<file path="config.mk">
export PLATFORM = sky130hd
export DESIGN_NAME = perfect_harmonic_divisor_check_top
export DESIGN_NICKNAME = d
export VERILOG_FILES = /design/src/hw/rtl/phdc_pkg.sv /design/src/hw/rtl/phdc_divider.sv /design/src/hw/rtl/perfect_harmonic_divisor_check_top.sv
export VERILOG_INCLUDE_DIRS = /design/src /design/src/hw/rtl
export SDC_FILE = /design/constraint.sdc
export NUM_CORES = 1
export LEC_CHECK = 0
export BUFFER_PORTS_ARGS = -buffer_cell sky130_fd_sc_hd__buf_4
export CAP_MARGIN = 40
export CORE_MARGIN = 5
export CORE_UTILIZATION = 37
export DETAILED_ROUTE_END_ITERATION = 8
export SYNTH_ARGS = -nofsm -noshare
export SYNTH_HDL_FRONTEND = slang
export SYNTH_SLANG_ARGS = --single-unit
</file>
<file path="constraint.sdc">
create_clock -name clock -period 17.9 [get_ports clock]
set_clock_uncertainty 0.05 [all_clocks]
set_input_delay 2.685 -clock clock [delete_from_list [all_inputs] [get_ports clock]]
set_output_delay 2.685 -clock clock [all_outputs]
set_load 0.02 [all_outputs]
</file>
<file path="src/hw/rtl/assert_macros.svh">
// Assertion helpers shared by the RTL modules.
`ifndef ASSERT_MACROS_SVH
`define ASSERT_MACROS_SVH

// Check that an expression holds at every clock edge outside reset.
`define ASSERT_ALWAYS(lbl, clk, rst, expr, msg) \
   lbl: assert property (@(posedge clk) disable iff (rst) (expr)) else $error(msg);

// Check that a condition in one cycle implies a consequence in the next.
`define ASSERT_NEXT(lbl, clk, rst, ante, cons, msg) \
   lbl: assert property (@(posedge clk) disable iff (rst) (ante) |=> (cons)) else $error(msg);

`endif

</file>
<file path="src/hw/rtl/phdc_pkg.sv">
package phdc_pkg;

   // Result field widths
   localparam int COUNT_W = 8;
   localparam int PSUM_W  = 18;
   localparam int MEAN_W  = 8;

   // Result transfer packing: is_perfect, is_harmonic, count, proper sum, mean
   localparam int RSP_FIELDS_W = 2 + COUNT_W + PSUM_W + MEAN_W;
   localparam int RSP_DATA_W   = ((RSP_FIELDS_W + 7) / 8) * 8;

   // Sequencer states
   typedef enum logic [2:0] {
      ST_IDLE,
      ST_TEST,
      ST_TRIAL,
      ST_PRODUCT,
      ST_MEAN_START,
      ST_MEAN_WAIT,
      ST_FINISH
   } seq_state_type;

   // Divider status toward the sequencer
   typedef struct packed {
      logic busy;
      logic done;
   } div_status_type;

endpackage

</file>
<file path="src/hw/rtl/phdc_divider.sv">
module phdc_divider #(
   parameter int DVD_W = 26,
   parameter int DVS_W = 19
) (
   input  logic                   clock,
   input  logic                   reset,
   input  logic                   start,
   input  logic [DVD_W-1:0]       dividend,
   input  logic [DVS_W-1:0]       divisor,
   output logic [DVD_W-1:0]       quotient,
   output logic [DVS_W-1:0]       remainder,
   output phdc_pkg::div_status_type status
);

   `include "assert_macros.svh"

   localparam int CNT_W = $clog2(DVD_W + 1);

   logic [DVS_W-1:0] rem_ff, rem_in;
   logic [DVD_W-1:0] quo_ff, quo_in;
   logic [DVS_W-1:0] dvs_ff, dvs_in;
   logic [CNT_W-1:0] cnt_ff, cnt_in;
   logic             busy_ff, busy_in;
   logic             done_ff, done_in;
   logic [DVS_W:0]   shifted;
   logic [DVS_W:0]   diff;

   // One restoring step: shift in next dividend bit, subtract when it fits
   always_comb begin
      shifted = {rem_ff, quo_ff[DVD_W-1]};
      diff    = shifted - {1'b0, dvs_ff};
      rem_in  = rem_ff;
      quo_in  = quo_ff;
      dvs_in  = dvs_ff;
      cnt_in  = cnt_ff;
      busy_in = busy_ff;
      done_in = 1'b0;
      if (start) begin
         rem_in  = '0;
         quo_in  = dividend;
         dvs_in  = divisor;
         cnt_in  = CNT_W'(DVD_W);
         busy_in = 1'b1;
      end else if (busy_ff) begin
         if (shifted >= {1'b0, dvs_ff}) begin
            rem_in = diff[DVS_W-1:0];
            quo_in = {quo_ff[DVD_W-2:0], 1'b1};
         end else begin
            rem_in = shifted[DVS_W-1:0];
            quo_in = {quo_ff[DVD_W-2:0], 1'b0};
         end
         cnt_in = cnt_ff - CNT_W'(1);
         if (cnt_ff == CNT_W'(1)) begin
            busy_in = 1'b0;
            done_in = 1'b1;
         end
      end
   end

   // Control registers
   always_ff @(posedge clock) begin
      if (reset) begin
         cnt_ff  <= '0;
         busy_ff <= 1'b0;
         done_ff <= 1'b0;
      end else begin
         cnt_ff  <= cnt_in;
         busy_ff <= busy_in;
         done_ff <= done_in;
      end
   end

   // Datapath registers
   always_ff @(posedge clock) begin
      rem_ff <= rem_in;
      quo_ff <= quo_in;
      dvs_ff <= dvs_in;
   end

   assign quotient    = quo_ff;
   assign remainder   = rem_ff;
   assign status.busy = busy_ff;
   assign status.done = done_ff;

   `ASSERT_ALWAYS(a_no_restart, clock, reset, !(start && busy_ff), "divider restarted while busy")
   `ASSERT_NEXT(a_start_busy, clock, reset, start, busy_ff && !done_ff, "divider did not start")

endmodule

</file>
<file path="src/hw/rtl/perfect_harmonic_divisor_check_top.sv">
// Every trial division runs on the shared one-bit-per-cycle divider, DVD_W = 3*NUM_BITS/2 + 2
// (26 at the default width).
// Throughput: one number at a time; req_tready is high only while the sequencer is idle.
// Reset: synchronous, active high; clears the sequencer, divider control and result valid.
module perfect_harmonic_divisor_check_top #(
   parameter int NUM_BITS = 16
) (
   input  logic                                clock,
   input  logic                                reset,
   input  logic                                req_tvalid,
   output logic                                req_tready,
   // req_tdata fields from bit 0: number
   input  logic [((NUM_BITS + 7) / 8) * 8-1:0] req_tdata,
   output logic                                rsp_tvalid,
   input  logic                                rsp_tready,
   // rsp_tdata fields from bit 0: is_perfect, is_harmonic, divisor_count, proper_sum,
   // harmonic_mean
   output logic [phdc_pkg::RSP_DATA_W-1:0]     rsp_tdata
);

   `include "assert_macros.svh"

   localparam int D_W   = NUM_BITS / 2 + 1;
   localparam int SQ_W  = 2 * D_W;
   localparam int CNT_W = D_W + 1;
   localparam int SUM_W = NUM_BITS + 3;
   localparam int DVD_W = CNT_W + NUM_BITS;

   phdc_pkg::seq_state_type state_ff, state_in;

   logic [NUM_BITS-1:0]         n_ff, n_in;
   logic [D_W-1:0]              d_ff, d_in;
   logic [SQ_W-1:0]             sq_ff, sq_in;
   logic [SUM_W-1:0]            sigma_ff, sigma_in;
   logic [CNT_W-1:0]            cnt_ff, cnt_in;
   logic [DVD_W-1:0]            num_ff, num_in;
   logic                        harm_ff, harm_in;
   logic [phdc_pkg::MEAN_W-1:0] mean_ff, mean_in;
   logic                        rsp_valid_ff, rsp_valid_in;
   logic [phdc_pkg::RSP_DATA_W-1:0] rsp_data_ff, rsp_data_in;

   logic                        div_start;
   logic [DVD_W-1:0]            div_dividend;
   logic [SUM_W-1:0]            div_divisor;
   logic [DVD_W-1:0]            div_quotient;
   logic [SUM_W-1:0]            div_remainder;
   phdc_pkg::div_status_type    div_status;

   logic                        pair;
   logic [DVD_W-1:0]            product;
   logic [SUM_W-1:0]            proper;
   logic                        perfect;
   logic                        load_rsp;
   logic [CNT_W+phdc_pkg::COUNT_W-1:0] cnt_ext;
   logic [SUM_W+phdc_pkg::PSUM_W-1:0]  proper_ext;
   logic [DVD_W+phdc_pkg::MEAN_W-1:0]  mean_ext;

   phdc_divider #(
      .DVD_W (DVD_W),
      .DVS_W (SUM_W)
   ) u_divider (
      .clock     (clock),
      .reset     (reset),
      .start     (div_start),
      .dividend  (div_dividend),
      .divisor   (div_divisor),
      .quotient  (div_quotient),
      .remainder (div_remainder),
      .status    (div_status)
   );

   // Cofactor differs from the trial divisor: both count
   assign pair    = div_quotient != DVD_W'(d_ff);
   assign product = DVD_W'(cnt_ff) * DVD_W'(n_ff);

   // Proper divisor sum and perfect flag
   assign proper  = (n_ff != '0) ? (sigma_ff - SUM_W'(n_ff)) : '0;
   assign perfect = proper == SUM_W'(n_ff);

   // Fit results to their field widths
   assign cnt_ext    = {{phdc_pkg::COUNT_W{1'b0}}, cnt_ff};
   assign proper_ext = {{phdc_pkg::PSUM_W{1'b0}}, proper};
   assign mean_ext   = {{phdc_pkg::MEAN_W{1'b0}}, div_quotient};

   assign load_rsp = (state_ff == phdc_pkg::ST_FINISH) && (!rsp_valid_ff || rsp_tready);

   // Sequencer: next state and datapath control
   always_comb begin
      state_in     = state_ff;
      n_in         = n_ff;
      d_in         = d_ff;
      sq_in        = sq_ff;
      sigma_in     = sigma_ff;
      cnt_in       = cnt_ff;
      num_in       = num_ff;
      harm_in      = harm_ff;
      mean_in      = mean_ff;
      div_start    = 1'b0;
      div_dividend = DVD_W'(n_ff);
      div_divisor  = SUM_W'(d_ff);
      req_tready   = 1'b0;
      unique case (state_ff)
         phdc_pkg::ST_IDLE: begin
            req_tready = 1'b1;
            if (req_tvalid) begin
               n_in     = req_tdata[NUM_BITS-1:0];
               d_in     = D_W'(1);
               sq_in    = SQ_W'(1);
               sigma_in = '0;
               cnt_in   = '0;
               state_in = phdc_pkg::ST_TEST;
            end
         end
         phdc_pkg::ST_TEST: begin
            if (sq_ff <= SQ_W'(n_ff)) begin
               div_start = 1'b1;
               state_in  = phdc_pkg::ST_TRIAL;
            end else begin
               state_in = phdc_pkg::ST_PRODUCT;
            end
         end
         phdc_pkg::ST_TRIAL: begin
            if (div_status.done) begin
               if (div_remainder == '0) begin
                  sigma_in = sigma_ff + SUM_W'(d_ff)
                             + (pair ? div_quotient[SUM_W-1:0] : '0);
                  cnt_in   = cnt_ff + (pair ? CNT_W'(2) : CNT_W'(1));
               end
               // Advance trial divisor, keep square in step
               d_in     = d_ff + D_W'(1);
               sq_in    = sq_ff + SQ_W'({d_ff, 1'b1});
               state_in = phdc_pkg::ST_TEST;
            end
         end
         phdc_pkg::ST_PRODUCT: begin
            num_in = product;
            if (sigma_ff == '0) begin
               harm_in  = 1'b0;
               mean_in  = '0;
               state_in = phdc_pkg::ST_FINISH;
            end else begin
               state_in = phdc_pkg::ST_MEAN_START;
            end
         end
         phdc_pkg::ST_MEAN_START: begin
            div_start    = 1'b1;
            div_dividend = num_ff;
            div_divisor  = sigma_ff;
            state_in     = phdc_pkg::ST_MEAN_WAIT;
         end
         phdc_pkg::ST_MEAN_WAIT: begin
            if (div_status.done) begin
               harm_in  = div_remainder == '0;
               mean_in  = (div_remainder == '0) ? mean_ext[phdc_pkg::MEAN_W-1:0] : '0;
               state_in = phdc_pkg::ST_FINISH;
            end
         end
         phdc_pkg::ST_FINISH: begin
            if (load_rsp) begin
               state_in = phdc_pkg::ST_IDLE;
            end
         end
         default: begin
            state_in = phdc_pkg::ST_IDLE;
         end
      endcase
   end

   // Result register: load on finish, drop after the transfer
   always_comb begin
      rsp_data_in  = rsp_data_ff;
      rsp_valid_in = rsp_valid_ff;
      if (load_rsp) begin
         rsp_valid_in = 1'b1;
         rsp_data_in  = phdc_pkg::RSP_DATA_W'({mean_ff,
                                              proper_ext[phdc_pkg::PSUM_W-1:0],
                                              cnt_ext[phdc_pkg::COUNT_W-1:0],
                                              harm_ff,
                                              perfect});
      end else if (rsp_tready) begin
         rsp_valid_in = 1'b0;
      end
   end

   // Control registers
   always_ff @(posedge clock) begin
      if (reset) begin
         state_ff     <= phdc_pkg::ST_IDLE;
         rsp_valid_ff <= 1'b0;
      end else begin
         state_ff     <= state_in;
         rsp_valid_ff <= rsp_valid_in;
      end
   end

   // Datapath registers
   always_ff @(posedge clock) begin
      n_ff        <= n_in;
      d_ff        <= d_in;
      sq_ff       <= sq_in;
      sigma_ff    <= sigma_in;
      cnt_ff      <= cnt_in;
      num_ff      <= num_in;
      harm_ff     <= harm_in;
      mean_ff     <= mean_in;
      rsp_data_ff <= rsp_data_in;
   end

   assign rsp_tvalid = rsp_valid_ff;
   assign rsp_tdata  = rsp_data_ff;

   `ASSERT_ALWAYS(a_square_track, clock, reset, (state_ff == phdc_pkg::ST_IDLE) || (sq_ff == SQ_W'(d_ff) * SQ_W'(d_ff)), "square out of step with trial divisor")
   `ASSERT_NEXT(a_result_load, clock, reset, (state_ff == phdc_pkg::ST_FINISH) && rsp_tready, rsp_tvalid && (state_ff == phdc_pkg::ST_IDLE), "result not loaded on finish")

endmodule
</file>
# After elaboration in Yosys (flattened, before gate mapping)
# Index checks and enable logic that the tools add are counted.
classes:
  n_bitwise: 1
  addsub: 8
  mul: 1
  n_reduce_logical: 18
  eq_ne: 15
  magnitude_cmp: 2
  mux: 48
op_table:
  columns: ["op", "count"]
  rows:
  - ["$mux 19", 6]
  - ["$mux 26", 3]
  - ["$logic_not 19->1", 2]
  - ["$pmux 19 s2", 1]
  - ["$mux 18", 2]
  - ["$pmux 18 s2", 1]
  - ["$mux 10", 3]
  - ["$mux 9", 3]
  - ["$mul 10x16->26", 1]
  - ["$ne 26x9->1", 1]
  - ["$mux 8", 3]
  - ["$pmux 3 s7", 1]
  - ["$ge 20x19->1", 1]
  - ["$pmux 10 s2", 1]
  - ["$add 19x19->19", 1]
  - ["$add 19x9->19", 1]
  - ["$eq 19x16->1", 1]
  - ["$sub 19x16->19", 1]
  - ["$sub 19x19->19", 1]
  - ["$add 18x10->18", 1]
  - ["$le 18x16->1", 1]
  - ["$pmux 9 s2", 1]
  - ["$pmux 8 s2", 1]
  - ["$reduce_bool 16->1", 1]
  - ["25 further kinds", 54]
word_totals:
  regBits: 218
  output_inout_bits: 42
  in_bits: 20
  elab_cells: 112

# Depth between registers and ports, before layout
# Gate-level depths: netlist of run 1.
logic_depth:
  ltp_word: 6
  mapped_depth: 23
  mapped_depth_nobuf: 21

# Hierarchy
# From an unflattened synthesis of run 1, not the netlist that was laid out.
hier_totals:
  cells_unflattened: 1787
  area_unflattened_um2: 17887.2
by_module_without_submodules:
  columns: ["module", "cells_per_inst", "instances", "area_per_inst_um2"]
  rows:
  - ["perfect_harmonic_divisor_check_top", 1423, 1, 13973.4]
  - ["phdc_divider", 364, 1, 3913.8]

# Least setup slack after synthesis of run 1
# Ideal clock, no wire load.
synth_path:
  kind: "input to register"
  from: "input req_tvalid"
  to: "register cnt_ff[0], enable pin"
  t_required_ps: 17390
  path_stages: 3
  slack_ps: 11318
  path_buffers: 0
  arrival_time_ps: 6072
  path_cell_list: "and2_1 > a21o_1 > a21boi_0"
synth_via:
  elab_chain_len: 2
synth_lines:
  columns: ["item", "line", "rtl"]
  rows:
  - ["from (decl)", "perfect_harmonic_divisor_check_top.sv:10", "input logic req_tvalid,"]
  - ["$ne 2x2->1 (no source line)", null, null]
  - ["$reduce_and 4->1 (no source line)", null, null]
  - ["to (signal assigned)", "perfect_harmonic_divisor_check_top.sv:202", "cnt_ff <= cnt_in;"]
  - ["to (decl)", "perfect_harmonic_divisor_check_top.sv:35", "logic [CNT_W-1:0] cnt_ff, cnt_in;"]
# Every way passes these cells.
# A chain may end at the register's enable or synchronous reset.

# Worst setup path after layout of run 1
layout_path:
  from: "register cnt_ff[3]"
  to: "register num_ff[25], data pin"
layout_via:
  elab_chain_len: 1
layout_lines:
  columns: ["item", "line", "rtl"]
  rows:
  - ["$mul 10x16->26", "perfect_harmonic_divisor_check_top.sv:74", "assign product = DVD_W'(cnt_ff) * DVD_W'(n_ff);"]
  - ["named net product[25]", "perfect_harmonic_divisor_check_top.sv:50", "logic [DVD_W-1:0] product;"]
  - ["to (signal assigned)", "perfect_harmonic_divisor_check_top.sv:203", "num_ff <= num_in;"]
  - ["to (decl)", "perfect_harmonic_divisor_check_top.sv:36", "logic [DVD_W-1:0] num_ff, num_in;"]
# The timed path passes the listed nets, and every way through them passes these cells.

==> impl_results.md, run 1 <==
* Number of max-cap violations at 0
* Post-CTS sizing at 0
* Initial core utilization at 37.5%
* DRC Markers at 0
* CP max-delay cell: edfxtp_1
* Worst Hold End: rsp_tdata[34]$_DFFE_PP_
* DR WL/cell at about 19 um
* Max Freq at roughly 150 MHz
* Violation count after the first detailed-route iteration at between 1000 and 1500
* Post-synthesis cell count at about 1800
* Routability cong. at between 0.8 and 0.9
* Netlist cell types at just over 80
* CTS root buf: clkbuf_16
* Fill cell count at roughly 4600
* Hold-fix buffers at CTS at 0
* Num ports at 62
* Mapped Avg Cell Area at between 9 and 10 um2
* Placed cell count at between 2000 and 2500
* Total CTS buffers at 26
* Largest net degree at the start of global routing at just over 50
* Hold path depth at 0
* Critical path arrival at 6.80 ns
* Final hold violations at 0
* Slew headroom at 42.0%
* Synthesized area at roughly 18000 um2
* DR pass1 iterations at 5
* GRT overflow at 0
* Die Y at roughly 230 um
* CP top delay family: adder cells
* Hold Crit Class: flop to flop
* R2r setup slk at 11.34 ns
* Critical Path Max Stage Delay at between 0.8 and 0.9 ns
* CTS H-tree lvls at 1
* Gr usage total at 17.1%
* Final instance count without filler cells at around 2500
* Top_reg_cell synth: edfxtp_1
* ANT nets after route at 0
* Input/output buffers at 57
* Worst path cell trace: nand2_1, fa_1, inv_1, fa_1, fa_1, fa_1, inv_1, fa_1, inv_1, ha_1, a21o_1, a21o_1, a21o_1, a21oi_1, o22ai_1, a2111oi_0, a21o_1, a31o_2, xnor2_1
* Crit Path Class: flop to flop
* Period utilization at a little over a third
* Bufs on Longest Clock Path at 3
* Final nets at between 2000 and 2500
* Core Box Area at 47800 um2
* Outcome: completed
* Critical Path Source Type: flop
* Number of global-route vias before repair at 13100
* Actual slew at the worst max-slew pin at 0.870 ns
* CTS tree: built
* RSZ-0062 raised after global routing: no
* DP Wirelength at around 35000 um
* R2r worst-path depth at 19
* Row count at 80
* Setup TNS at 0 ns
* Yosys warns at 0
* Final Critical Period at approximately 6.6 ns
* Crit path max fanout at 19
* Most used cell, CP: fa_1
* Worst-Skew Late Latency at between 0.5 and 0.6 ns
* CP Buf/Inv Count at 3
* Asr flop ratio synth at 0%
* Critical path required time at roughly 18 ns
* Layout cells sized above 1 at roughly 7.6%
* Die area at 52900 um2
* Area delta synth->final at 11.0%
* Setup crit end kind: flop
* Clock transition at the registers of the reported paths at around 0.06 ns
* Initial antenna violation count at 0
* Diode count at 0
* First-pass GRT wire length at 72900 um
* Sequential fraction of the synthesis area at 34.8%
* Worst Hold Launch: mean_ff[6]$_SDFFCE_PN0P_
* Via density at 5.38
* Final wirelength at 46400 um
* Vias at about 13000
* # Post-CTS Setup Buffers at 0
* R2R Path End: num_ff[25]$_DFFE_PP_
* Chip width at 230 um
* Reg-to-Reg Start: cnt_ff[3]$_SDFFCE_PP0P_
* Final Slew Violations at 0
* Clock sinks at roughly 220
* # setup viols final at 0
* Post-synth EDFFs at ~190
* Seq cells post-synth at between 200 and 250
cells in the final DEF (no fill, tap or decap), drive strengths merged, types with 5 or more instances in the layout:
| master | count |
|---|---|
| xor2 | 27 |
| and2 | 78 |
| xnor2 | 67 |
| fa | 124 |
| clkinv | 7 |
| edfxtp | 188 |
| nand2 | 189 |
| mux2i | 24 |
| nor2 | 130 |
| o211ai | 9 |
| buf | 74 |
| a21oi | 77 |
| o21bai | 6 |
| a31oi | 10 |
| bufinv | 6 |
| nor3 | 51 |
| nor3b | 6 |
| o2111ai | 7 |
| nor2b | 22 |
| and3 | 21 |
| a22oi | 12 |
| a21o | 37 |
| nor4 | 19 |
| dfxtp | 30 |
| nand3 | 19 |
| a2111o | 5 |
| a2111oi | 5 |
| ha | 152 |
| nand2b | 11 |
| or3 | 8 |
| a211oi | 25 |
| nand4 | 25 |
| o21a | 7 |
| o21ai | 78 |
| a21boi | 6 |
| clkinvlp | 5 |
| inv | 201 |
| clkbuf | 29 |
through the flow:
step                cell area, um2  hold slack [ns]  setup slack (ns)  utilization, %
finish                       19900            0.366             11.34            41.6
global route                 19900            0.374             10.90            41.6
CTS                          19900            0.368             11.27            41.6
detailed placement           18900            0.355             11.31            39.6
global placement             18900            0.352             11.45            39.4
floorplan                    17900            0.350             11.32               -
area by class of cell:
cell class / count / area, um2 / area share (%)
clock inverters: 19 / 278 / 1.40
repair buffers: 74 / 599 / 3.01
flip-flops and latches: 218 / 6250 / 31.4
inverters: 200 / 751 / 3.77
multi-input cells: 1324 / 10600 / 53.2
well taps: 615 / 769 / 3.87
clock buffers: 29 / 672 / 3.38
Yosys cell counts, types with 27 or more instances:
library cell / instances / area (um2)
inv_1: 199 / 747
nand2_1: 189 / 709
edfxtp_1: 188 / 5650
ha_1: 152 / 1900
nor2_1: 130 / 488
fa_1: 124 / 2480
and2_1: 78 / 488
a21oi_1: 76 / 380
o21ai_0: 75 / 375
clkbuf_1: 73 / 274
xnor2_1: 67 / 587
nor3_1: 51 / 255
a21o_1: 36 / 270
dfxtp_1: 30 / 601
xor2_1: 27 / 236
worst register-to-register path, stage by stage, from the launching register on:
cell and delay, ns:
edfxtp_1 0.81, nand2_1 0.18, fa_1 0.57, inv_1 0.05, fa_1 0.54, fa_1 0.45, fa_1 0.54, inv_1 0.05
fa_1 0.54, inv_1 0.04, ha_1 0.34, a21o_1 0.20, a21o_1 0.16, a21o_1 0.18, a21oi_1 0.27, o22ai_1 0.13
a2111oi_0 0.73, a21o_1 0.24, a31o_2 0.16, xnor2_1 0.08
how the worst max path moves through the flow:
stage | from | to | slack [ns] | depth (start not counted)
2_1_floorplan | req_tvalid | cnt_ff[0]$_SDFFCE_PP0P_ | 11.32 | 3
3_3_place_gp | cnt_ff[3]$_SDFFCE_PP0P_ | num_ff[21]$_DFFE_PP_ | 11.45 | 19
3_5_place_dp | cnt_ff[3]$_SDFFCE_PP0P_ | num_ff[25]$_DFFE_PP_ | 11.31 | 19
4_1_cts | cnt_ff[3]$_SDFFCE_PP0P_ | num_ff[25]$_DFFE_PP_ | 11.27 | 19
5_1_grt | cnt_ff[3]$_SDFFCE_PP0P_ | num_ff[23]$_DFFE_PP_ | 10.90 | 19
6_report | cnt_ff[3]$_SDFFCE_PP0P_ | num_ff[25]$_DFFE_PP_ | 11.34 | 19
cell families after synthesis:
family | Yosys count | share of synthesized area, %
DFF | 218 | 34.8
and+or+nand+nor | 601 | 16.4
muxes | 25 | 1.40
buffers and inverters | 289 | 6.29
xor gates and xnor gates | 94 | 4.59
adders and majority gates | 276 | 24.5
AOI/OAI and AO/OA | 324 | 12.0
other | 1 | 0.0209
routing by layer:
metal	track usage [%]	share of wire, %	up-vias
met5	0	0	-
met4	5.32	3.6	0
met3	2.22	4.7	90
met2	28.0	47	317
met1	23.7	45	6571
li1	-	-	6356
flip-flops by register name, indices dropped and copies added (netlist names), 16 cells and up:
signal,cells
u_divider.remainder,19
u_divider.dvs_ff,19
sq_ff,18
rsp_tdata,36
sigma_ff,19
n_ff,16
u_divider.quotient,26
num_ff,26
Power of run 1 is not shown: default switching activity piles up to over one toggle a cycle in this logic, so the estimate is an artifact.
==> inputs of run 2 (changes only) <==
==> constraint.sdc (replaced) <==
create_clock -name clock -period 6.55 [get_ports clock]
set_clock_uncertainty 0.05 [all_clocks]
set_input_delay 0.9825 -clock clock [delete_from_list [all_inputs] [get_ports clock]]
set_output_delay 0.9825 -clock clock [all_outputs]
set_load 0.02 [all_outputs]
==> run 2 against run 1 <==
  * Maximum frequency grew 5.7%
  * Critical path depth grew 1
  * Clock-buffer cell count shrank 3
  * Utilization grew 0.39 points
  * Setup slack lost 11 ns
==> impl_results.md, run 2 (synthesized netlist as in run 1, its figures left out) <==
* Outcome: completed
* Setup TNS at 0 ns
* Worst-Skew Late Latency at around 0.56 ns
* DR pass1 iterations at 5
* Actual slew at the worst max-slew pin at 0.925 ns
* Layout cells sized above 1 at between 8 and 9%
* R2r worst-path depth at 20
* Post-CTS sizing at 0
* Initial antenna violation count at 0
* Slew headroom at between 30% and 40%
* Largest net degree at the start of global routing at 52
* Die area at 52900 um2
* Period utilization at 94.7%
* Vias at roughly 13000
* CTS tree: built
* Worst Hold End: rsp_tdata[32]$_DFFE_PP_
* Routability cong. at slightly above 0.9
* Row count at 80
* Final hold violations at 0
* Violation count after the first detailed-route iteration at between 900 and 1000
* Critical Path Source Type: flop
* Core Box Area at 47800 um2
* Hold path depth at 0
* CP max-delay cell: edfxtp_1
* Bufs on Longest Clock Path at 3
* Crit path max fanout at 13
* Number of global-route vias before repair at between 10000 and 15000
* Clock sinks at around 220
* Most frequent cells in the layout: inv_1, nand2_1, edfxtp_1, ha_1, nor2_1
* Hold-fix buffers at CTS at 0
* DRC Markers at 0
* Max Freq at approximately 160 MHz
* DR WL/cell at 18.5 um
* Reg-to-Reg Start: cnt_ff[3]$_SDFFCE_PP0P_
* # setup viols final at 0
* ANT nets after route at 0
* Setup crit end kind: flop
* R2R Path End: num_ff[21]$_DFFE_PP_
* Final core area utilization at between 40% and 50%
* Critical path arrival at around 6.4 ns
* Final Critical Period at slightly above 6 ns
* Initial core utilization at roughly 37%
* Worst Hold Launch: mean_ff[4]$_SDFFCE_PN0P_
* Gr usage total at between 15 and 20%
* GRT overflow at 0
* Die Y at between 200 and 250 um
* # Post-CTS Setup Buffers at 0
* CTS H-tree lvls at 1
* Hold Crit Class: flop to flop
* Hold WS at roughly 0.37 ns
* Final WS setup at between 0.3 and 0.4 ns
* Dpl ws at 0.386 ns
* DP Wirelength at 35400 um
* Chip width at approximately 230 um
* Diode count at 0
* Input/output buffers at 57
* Via density at 5.38
* Critical path required time at between 6 and 7 ns
* Final Slew Violations at 0
* Critical Path Max Stage Delay at 0.68 ns
* Fill cell count at 4619
* Worst path cell trace: nand2_1, fa_1, inv_1, fa_1, fa_1, fa_1, inv_1, fa_1, inv_1, ha_1, a21o_1, a21o_1, a21o_1, a21oi_1, o22ai_1, a2111oi_0, buf_4, a21o_1, nor2b_1, xnor2_1
* Final wirelength at 46300 um
* Clock transition at the registers of the reported paths at roughly 0.060 ns
* Max reg flops at 36
* Number of max-cap violations at 0
* Final nets at around 2200
* R2r setup slk at between 0.3 and 0.4 ns
* Most used cell, CP: fa_1
* CTS root buf: clkbuf_16
* Num ports at 62
* Commonest non-fill, non-tap cell in the layout: inv_1
* Total CTS buffers at 26
* Crit Path Class: flop to flop
* First-pass GRT wire length at ~73000 um
* RSZ-0062 raised after global routing: no
* Area delta synth->final at 12.0%
==> run 2: changes by cell type in the layout (fill, tap and decap cells not counted), sizes merged <==
cell,change
buf,+26
bufinv,+1
clkbuf,-3
clkinvlp,-1
clkinv,+5
inv,-2
==> run 2: critical path, delay by kind of cell, from the launching register on <==
family	cells	cell delay, ns
AOI/OAI and AO/OA	7	1.46
xor gates and xnor gates	1	0.09
adders and majority gates	6	2.96
buffers and inverters	4	0.34
DFF	1	0.68
and+or+nand+nor	2	0.32
==> run 2: layout make-up <==
cell class | count | area, um2 | share of cell area (%)
flip-flops and latches | 218 | 6250 | 31.1
clock inverters | 22 | 310 | 1.55
inverters | 200 | 751 | 3.74
multi-input cells | 1324 | 10600 | 52.7
repair buffers | 100 | 774 | 3.86
well taps | 615 | 769 | 3.83
clock buffers | 26 | 651 | 3.24
==> run 2: worst max path at each step <==
stage	from	to	slack, ns
floorplan	cnt_ff[3]$_SDFFCE_PP0P_	num_ff[21]$_DFFE_PP_	0.46
global placement	cnt_ff[3]$_SDFFCE_PP0P_	num_ff[21]$_DFFE_PP_	0.51
detailed placement	cnt_ff[3]$_SDFFCE_PP0P_	num_ff[21]$_DFFE_PP_	0.39
CTS	cnt_ff[3]$_SDFFCE_PP0P_	num_ff[21]$_DFFE_PP_	0.36
global route	cnt_ff[3]$_SDFFCE_PP0P_	num_ff[21]$_DFFE_PP_	0.01
finish	cnt_ff[3]$_SDFFCE_PP0P_	num_ff[21]$_DFFE_PP_	0.35
==> run 2: through the flow <==
stage	cell area, um2	cells
2_1_floorplan	17900	1831
3_3_place_gp	19100	2454
3_5_place_dp	19100	2457
4_1_cts	20100	2505
5_1_grt	20100	2505
6_report	20100	2505
==> run 2: metal layers <==
layer | up-vias | track usage [%] | share of wire, %
met2 | 352 | 27.2 | 46
met4 | 0 | 5.40 | 3.3
met1 | 6640 | 24.5 | 46
met5 | - | 0 | 0
li1 | 6410 | - | -
met3 | 71 | 2.34 | 5.3
Power of run 2 is left out for the same reason.
==> inputs of run 3 (changes only) <==
--- a/config.mk
+++ b/config.mk
@@ -7,10 +7,11 @@
 export NUM_CORES = 1
 export LEC_CHECK = 0
 export BUFFER_PORTS_ARGS = -buffer_cell sky130_fd_sc_hd__buf_4
-export CAP_MARGIN = 40
+export CAP_MARGIN = 15
 export CORE_MARGIN = 5
 export CORE_UTILIZATION = 37
 export DETAILED_ROUTE_END_ITERATION = 8
+export RECOVER_POWER = 25
 export SYNTH_ARGS = -nofsm -noshare
 export SYNTH_HDL_FRONTEND = slang
 export SYNTH_SLANG_ARGS = --single-unit
==> run 3 against run 2 <==
  * Register-to-register slack better by 0.04 ns
  * Maximum frequency up 0.71%
  * Largest cell class unchanged
  * First-iteration DRC count up 5.6%
  * Hold slack better by 0.0012 ns
  * Utilization down 0.50 points
  * Highest routed layer unchanged
  * The run now ends with max-capacitance violations, max-slew violations left
  * Critical endpoint unchanged
  * Via count down 0.40%
  * Final cell count about the same
  * Critical path depth unchanged
  * Cell area down 1.2%
  * Global-route usage about the same
  * Sequential share of layout area up 0.38 points
==> impl_results.md, run 3 (synthesized netlist as in run 1, its figures left out) <==
* Commonest non-fill, non-tap cell in the layout: inv_1
* Hold-fix buffers at CTS at 0
* Total CTS buffers at 26
* Die area at 52900 um2
* Max reg flops at 36
* Hold WS at 0.368 ns
* Origin of the worst setup path: cnt_ff[3]$_SDFFCE_PP0P_
* Slew headroom at -83.6%
* Crit path max fanout at 13
* Num ports at 62
* GRT overflow at 0
* R2R Path End: num_ff[21]$_DFFE_PP_
* Multi-input gate area at between 10000 and 15000 um2
* Worst Hold End: rsp_tdata[31]$_DFFE_PP_
* Critical Path Source Type: flop
* R2r setup slk at around 0.4 ns
* # Post-CTS Setup Buffers at 0
* Input/output buffers at 57
* Post-CTS sizing at 0
* Largest net degree at the start of global routing at 52
* DP Wirelength at between 30000 and 40000 um
* Clock transition at the registers of the reported paths at approximately 0.060 ns
* Initial antenna violation count at 0
* Bufs on Longest Clock Path at 3
* Setup TNS at 0 ns
* Worst-Skew Late Latency at 0.56 ns
* Number of max-cap violations at 2
* Critical path arrival at ~6.4 ns
* Row count at 80
* # setup viols final at 0
* Core Box Area at 47800 um2
* CTS root buf: clkbuf_16
* Layout cells sized above 1 at between 6 and 7%
* Final Slew Violations at 80
* Failing checks: max-capacitance violations, max-slew violations
* First-pass GRT wire length at roughly 73000 um
* Max Freq at between 150 and 200 MHz
* Fill cell count at around 4700
* Die Y at about 230 um
* CTS tree: built
* Area delta synth->final at 10.7%
* CTS H-tree lvls at 1
* Worst Hold Launch: mean_ff[3]$_SDFFCE_PN0P_
* Most frequent cells in the layout: inv_1, nand2_1, edfxtp_1, ha_1, nor2_1
* Clock sinks at about 220
* Final WS setup at about 0.39 ns
* Outcome: finished, violations left
* Setup crit end kind: flop
* Dpl ws at 0.411 ns
* DR pass1 iterations at 5
* Final Critical Period at 6.16 ns
* Crit Path Class: flop to flop
* Period utilization at between 90% and 100%
* Critical path required time at just under 7 ns
* Via density at between 5 and 6
* Hold path depth at 0
* ANT nets after route at 0
* Final nets at roughly 2200
* Final wirelength at between 40000 and 50000 um
* Actual slew at the worst max-slew pin at roughly 2.8 ns
* Violation count after the first detailed-route iteration at approximately 1000
* Hold Crit Class: flop to flop
* R2r worst-path depth at 20
* Routability cong. at between 0.9 and 1
* Initial core utilization at 37.5%
* Register area at about 6200 um2
* Chip width at roughly 230 um
* RSZ-0062 raised after global routing: no
* Reg-to-Reg Start: cnt_ff[3]$_SDFFCE_PP0P_
* DR WL/cell at roughly 19 um
* DRC Markers at 0
* Vias at 13400
* Diode count at 0
* Final hold violations at 0
* Gr usage total at 17.1%
* Number of global-route vias before repair at 13100
==> run 3: worst max-delay path by stage <==
stage                     slack [ns]  cells after the start              endpoint
final                           0.39                     20  num_ff[21]$_DFFE_PP_
after global routing            0.10                     20  num_ff[21]$_DFFE_PP_
after CTS                       0.38                     20  num_ff[21]$_DFFE_PP_
after detailed placement        0.41                     20  num_ff[21]$_DFFE_PP_
after global placement          0.51                     20  num_ff[21]$_DFFE_PP_
after floorplan                 0.46                     21  num_ff[21]$_DFFE_PP_
==> run 3: layout make-up <==
class                   count  share of cell area, %
clock inverters            19                   1.03
inverters                 200                   3.78
clock buffers              29                   3.34
flip-flops and latches    218                   31.5
well taps                 615                   3.88
multi-input cells        1324                   53.3
repair buffers             98                   3.17
==> run 3: through the flow <==
stage | utilization (%) | instances | instance area [um2]
after floorplan | - | 1831 | 17900
after global routing | 41.5 | 2503 | 19800
after global placement | 39.9 | 2454 | 19100
final | 41.5 | 2503 | 19800
after detailed placement | 39.9 | 2454 | 19100
after CTS | 41.7 | 2502 | 19900
==> run 3: critical path: stages (launching register included) <==
cell and delay (ns):
edfxtp_1 0.67, nand2_1 0.16, fa_1 0.57, inv_1 0.06
fa_1 0.52, fa_1 0.44, fa_1 0.56, inv_1 0.06
fa_1 0.53, inv_1 0.04, ha_1 0.34, a21o_1 0.19
a21o_1 0.16, a21o_1 0.18, a21oi_1 0.27, o22ai_1 0.11
a2111oi_0 0.39, buf_4 0.19, a21o_1 0.14, nor2b_1 0.16
xnor2_1 0.09
==> run 3: metal layers <==
metal	part of all wire, %	vias up	GRT usage [%]
li1	-	6399	-
met1	46	6576	24.2
met2	45	364	27.3
met3	6.0	80	2.71
met4	3.1	0	5.14
met5	0	-	0
Power of run 3 is left out for the same reason.
